[src/rtl/sst_pkg.sv]
// Shared types and codes for the sorted set table.
// Holds the request and result payloads and the bundles between controller and datapath.
// Used by sst_ctrl, sst_datapath and sorted_set_table.
package sst_pkg;

  localparam logic [1:0] CMD_INSERT = 2'd0;
  localparam logic [1:0] CMD_DELETE = 2'd1;
  localparam logic [1:0] CMD_SEARCH = 2'd2;

  typedef struct packed {
    logic [1:0]         command;
    logic signed [31:0] value;
  } req_t;

  typedef struct packed {
    logic       done_res;
    logic       full_res;
    logic [8:0] count;
  } rsp_t;

  typedef struct packed {
    logic load;
    logic probe_rd;
    logic probe_upd;
    logic check_rd;
    logic ins_init;
    logic del_init;
    logic rd_below;
    logic rd_above;
    logic wr_down;
    logic wr_up;
    logic place;
    logic remove;
    logic respond;
    logic res_done;
    logic res_full;
  } ctl_t;

  typedef struct packed {
    logic [1:0] command;
    logic       in_range;
    logic       hit;
    logic       room;
    logic       ins_more;
    logic       del_more;
  } sts_t;

endpackage

[src/rtl/sst_ctrl.sv]
// Controller state machine for the sorted set table.
// Sequences the binary search, membership check and entry shifts.
// Depends on sst_pkg for the command and status bundles.
module sst_ctrl (
  input  logic          clk,
  input  logic          rst,
  input  logic          start,
  input  sst_pkg::sts_t sts,
  output sst_pkg::ctl_t ctl,
  output logic          busy
);

  typedef enum logic [7:0] {
    S_IDLE     = 8'b0000_0001,
    S_SEARCH   = 8'b0000_0010,
    S_PROBE    = 8'b0000_0100,
    S_CHECK    = 8'b0000_1000,
    S_INS_TEST = 8'b0001_0000,
    S_INS_WR   = 8'b0010_0000,
    S_DEL_TEST = 8'b0100_0000,
    S_DEL_WR   = 8'b1000_0000
  } state_t;

  state_t state;
  state_t state_next;

  always_ff @(posedge clk) begin
    if (rst) begin
      state <= S_IDLE;
    end else begin
      state <= state_next;
    end
  end

  assign busy = (state != S_IDLE);

  always_comb begin
    state_next = state;
    ctl = '0;
    case (state)
      S_IDLE: begin
        if (start) begin
          ctl.load = 1'b1;
          state_next = S_SEARCH;
        end
      end
      S_SEARCH: begin
        if (sts.in_range) begin
          ctl.probe_rd = 1'b1;
          state_next = S_PROBE;
        end else begin
          ctl.check_rd = 1'b1;
          state_next = S_CHECK;
        end
      end
      S_PROBE: begin
        ctl.probe_upd = 1'b1;
        state_next = S_SEARCH;
      end
      S_CHECK: begin
        state_next = S_IDLE;
        if (sts.command == sst_pkg::CMD_INSERT) begin
          if (sts.hit) begin
            ctl.respond = 1'b1;
          end else if (!sts.room) begin
            ctl.respond = 1'b1;
            ctl.res_full = 1'b1;
          end else begin
            ctl.ins_init = 1'b1;
            state_next = S_INS_TEST;
          end
        end else if (sts.command == sst_pkg::CMD_DELETE) begin
          if (sts.hit) begin
            ctl.del_init = 1'b1;
            state_next = S_DEL_TEST;
          end else begin
            ctl.respond = 1'b1;
          end
        end else if (sts.command == sst_pkg::CMD_SEARCH) begin
          ctl.respond = 1'b1;
          ctl.res_done = sts.hit;
        end else begin
          ctl.respond = 1'b1;
        end
      end
      S_INS_TEST: begin
        if (sts.ins_more) begin
          ctl.rd_below = 1'b1;
          state_next = S_INS_WR;
        end else begin
          ctl.place = 1'b1;
          ctl.respond = 1'b1;
          ctl.res_done = 1'b1;
          state_next = S_IDLE;
        end
      end
      S_INS_WR: begin
        ctl.wr_down = 1'b1;
        state_next = S_INS_TEST;
      end
      S_DEL_TEST: begin
        if (sts.del_more) begin
          ctl.rd_above = 1'b1;
          state_next = S_DEL_WR;
        end else begin
          ctl.remove = 1'b1;
          ctl.respond = 1'b1;
          ctl.res_done = 1'b1;
          state_next = S_IDLE;
        end
      end
      S_DEL_WR: begin
        ctl.wr_up = 1'b1;
        state_next = S_DEL_TEST;
      end
      default: begin
        state_next = S_IDLE;
      end
    endcase
  end

endmodule

[config.mk]
export PLATFORM = sky130hd
export DESIGN_NAME = sst_ctrl
export DESIGN_NICKNAME = d
export VERILOG_FILES = /design/src/rtl/sst_pkg.sv /design/src/rtl/sst_ctrl.sv
export SDC_FILE = /design/constraint.sdc
export NUM_CORES = 1
export LEC_CHECK = 0
export BUFFER_PORTS_ARGS = -buffer_cell sky130_fd_sc_hd__buf_2
export CORE_MARGIN = 10
export CORE_UTILIZATION = 40
export DETAILED_ROUTE_END_ITERATION = 6
export MAX_ROUTING_LAYER = met4
export PLACE_DENSITY = 0.72
export SYNTH_ARGS = -nofsm -noshare
export SYNTH_HDL_FRONTEND = slang
export SYNTH_SLANG_ARGS = --single-unit
export TNS_END_PERCENT = 5
[constraint.sdc]
create_clock -name clk -period 1.49 [get_ports clk]
set_input_delay 0.149 -clock clk [delete_from_list [all_inputs] [get_ports clk]]
set_output_delay 0.149 -clock clk [all_outputs]
set_load 0.05 [all_outputs]
* Word-level counts from Yosys, hierarchy flattened
Cells that the tools add are included.
Word-level totals: bits in registers 8, bits of input ports 10, output and inout bits 16
Cells by class: equality and inequality tests 12, multiplexer cells 47, reductions and logical operators 1
Operator list (number):
- 8-bit case mux with 8 select lines | 1
- 1-bit two-way mux | 33
- 8-bit two-way mux | 4
- 7-bit two-way mux | 2
- 8-bit by 1-bit == test with 1-bit output, second input constant | 1
- 8-bit by 2-bit == test with 1-bit output, second input constant | 1
- 8-bit by 3-bit == test with 1-bit output, second input constant | 1
- 8-bit by 4-bit == test with 1-bit output, second input constant | 1
- 8-bit by 5-bit == test with 1-bit output, second input constant | 1
- 8-bit by 6-bit == test with 1-bit output, second input constant | 1
- 8-bit by 7-bit == test with 1-bit output, second input constant | 1
- 8-bit == test, second input constant | 1
- 8-bit by 1-bit inequality test with 1-bit output, second input constant | 1
- 6-bit two-way mux | 1
- 2-bit case mux with 3 select lines | 1
- 5-bit two-way mux | 1
- 2-bit two-way mux | 2
- 4-bit two-way mux | 1
- 3-bit two-way mux | 1
- 2-bit by 1-bit == test with 1-bit output, second input constant | 1
- 2-bit == test, second input constant | 1
- 2-bit zero test | 1
- 2-bit inequality test, second input constant | 1

* Depth between registers and ports, before layout
depth in word-level cells 5, depth in mapped cells 6, mapped depth without buffers 4

* Least setup slack after synthesis
OpenSTA, ideal clock, no wires.
path type reg2reg, start reg state[2], end reg state[0], setup time 0.143 ns, arrival time 2.861 ns, required time 1.347 ns, path slack -1.514 ns, stages on the path, launching flop included 6, path buffers 1, period minus slack after synthesis 3.004 ns, path through dfxtp_1 -> buf_6 -> or4_4 -> nor4_1 -> or3_1 -> o211ai_1
On the way: longest elaborated chain between the ends 2
Ends and longest elaborated chain:
- from (decl) | RTL line sst_ctrl.sv:24 | state_t state;
- from (signal assigned) | RTL line sst_ctrl.sv:31 | state <= state_next;
- 8-bit == test, or another cell as far along | RTL line sst_ctrl.sv:40 | case (state)
- 8-bit case mux with 8 select lines / 2-bit inequality test (equally long branches)
Parallel ways exist; a longest one is shown, timed or not. A chain may end at the register's enable or synchronous reset.

==> run metrics <==
Ports 26; worst setup path class reg -> out; flip-flop count of the largest register, all copies and words added 8; Hold Path Origin sts[4]; clock-pin transition on the worst setup and hold timing paths 0.06 ns; fraction of layout cells with a size suffix above 1 59.0%; die height 58.7 um; Netlist Area Pre-Place 599 um2; share of async-settable or async-resettable flops after synthesis 0%; total wirelength of the detailed-routed design 2510 um; count of pins over their slew limit 0; highest clock frequency the design can meet 478 MHz; via count 799; type of destination of the critical path output pin; DP Area 948 um2; total of endpoints with negative setup slack in the final report 24; via density per instance 5.83; critical path launch point state[4]$_SDFFE_PP0P_; number of port buffers 25; std cell rows 13; antenna diode instance count 0; final design utilization 83.2%; DRC viols 0; overall overflow remaining after global route 0; Finished Layout Cells 137; largest net degree at the start of global routing 11; total CTS buffers 3; clock tree from TritonCTS built; initial detailed-routing violation count 19; total power per unit cell area 682 nW/um2; worst-case hold slack 0.120 ns; number of hold-slack violations in the final timing report 0; Syn Area/Cell 7.68 um2; Synth cell types 31; biggest fanout along the worst timing path 6; Core Area 1350 um2; Worst Setup Slack post-DPL -0.456 ns; first-pass iteration count of the detailed router 4; Clock Path Buffers 2; dominant cells by area after synthesis dfxtp_1 (27%), nor3_1 (6.7%), nor2_1 (4.4%), or3b_2 (4.4%), nor2b_1 (4.2%); leak pwr 0.507 nW; setup slack of the critical path after layout -0.601 ns; share of the yosys chip area belonging to registers 26.7%; Synthesized Nets 88; #FFs+latches synth 8; post-route cell area 1120 um2; area leader, netlist dfxtp_1; post-synthesis instance total 78; vias in the first global route 875; Final Net Count 134; root buffer cell clkbuf_4; quantity of hold-fixing buffers added after cts 0; worst flop-to-flop path startpoint state[4]$_SDFFE_PP0P_; Slew HR 59.4%; Hold WC Path Type in -> reg; status finished, violations left; violated checks negative setup slack; max-capacitance violation count 0; final antenna-violating net count 0; total die area 3450 um2; final routed wire length divided by cell count 18.3 um; Post-synth top flop dfxtp_1; RSZ-0062 raised after global routing yes; worst path arrival time 1.94 ns; final critical-path share of the clock period 140%; Layout area overhead 87.5%; clock latency at the later pin of the worst-skew pair 0.27 ns; Placed Cells 133; kind of launch point of the worst setup path flip-flop; largest register by flop count state; first-pass GRT wire length 4280 um; Detailed Place HPWL 1800 um; clock period minus final worst setup slack 2.09 ns; routability congestion estimate 0.881; actual slew at the worst max-slew pin 0.607 ns; initial cell density of the core 44.4%; top flop regs state x8; overall die width 58.7 um; gr usage total 16.1%; EDFF count, synth 0; initial antenna violation count 0; share of the synthesized area in the top cell type 26.7%; worst-case vdd ir drop 0.507 mV; required time at the endpoint of the critical path 1.34 ns; Ys Warns 0; Layout Skew 0.00438 ns; Max H-tree Level 1; sinks on the clock net 8
## layout by cell type, fill, tap and decap left out, types with 3 or more instances in the layout
master and count:
dfxtp_1 6, clkbuf_4 4, or4_4 3, nor3_4 5, buf_4 22, o21a_1 3, nor2_1 4, buf_6 13
buf_2 9, nor2b_1 4, and2_1 3, nor3_1 3, nand2_1 5
## report_power, final
group / switching [W] / internal, W
Combinational: 0.000209 / 0.000148
Sequential: 0.00000625 / 0.000223
Clock: 0.0000873 / 0.0000931
## synth_stat cells (all sizes together) (2+ instances only)
cell type,instances
dfxtp,8
nor3,8
nor2,7
nand2,5
buf,4
nor2b,4
and2,3
and3,3
inv,3
nor4,3
o21a,3
or3b,3
or4,3
a21oi,2
nand4,2
o211ai,2
o21ai,2
or2b,2
or3,2
## metal layers
layer	part of all wire, %	up-vias	global-route usage [%]
met5	0	-	-
met4	1.2	0	5.90
met1	36	390	16.4
li1	-	375	-
met2	56	30	27.6
met3	6.3	4	6.01
## critical path, stage by stage, from the launching register on
cell,delay [ns]
dfxtp_4,0.36
or4_4,0.52
or4b_4,0.54
nor2_4,0.10
buf_6,0.16
## cell families after synthesis
| logic type | count (synthesis) | synth area share (%) |
|---|---|---|
| and+or+nand+nor | 47 | 47.2 |
| AOI/OAI and AO/OA | 14 | 16.9 |
| DFF | 8 | 26.7 |
| buffers and inverters | 8 | 7.72 |
| xor gates and xnor gates | 1 | 1.46 |
## path summary, 6_finish.rpt
path / slack, ns / depth (start not counted) / to
worst max-delay path: -0.60 / 4 / ctl[14]
worst min register to register: 0.67 / 2 / state[4]$_SDFFE_PP0P_
worst min-delay path: 0.12 / 2 / state[3]$_SDFFE_PP0P_
worst max register to register: -0.43 / 5 / state[3]$_SDFFE_PP0P_
## metrics by stage
stage               setup TNS, ns  total power [W]
detailed placement          -6.63         0.000549
floorplan                   -6.82         0.000427
global route               -10.08         0.000798
CTS                         -8.27         0.000751
global placement            -6.09         0.000538
finish                      -8.61         0.000767
## repair_timing
| item | CTS | global route |
|---|---|---|
| setup buffers | 0 | 1 |
| resized for setup | 37 | 7 |
| endpoints found under the setup margin | 24 | 24 |
| pin swaps | 2 | 6 |
## cell type report
class,count,area (um2)
clock buffers,3,22.5
fillers,85,226
inverters,3,11.3
multi-input cells,62,524
flip-flops and latches,8,168
well taps,15,18.8
repair buffers,46,379
No activity file was read; power rests on OpenSTA's default activity.
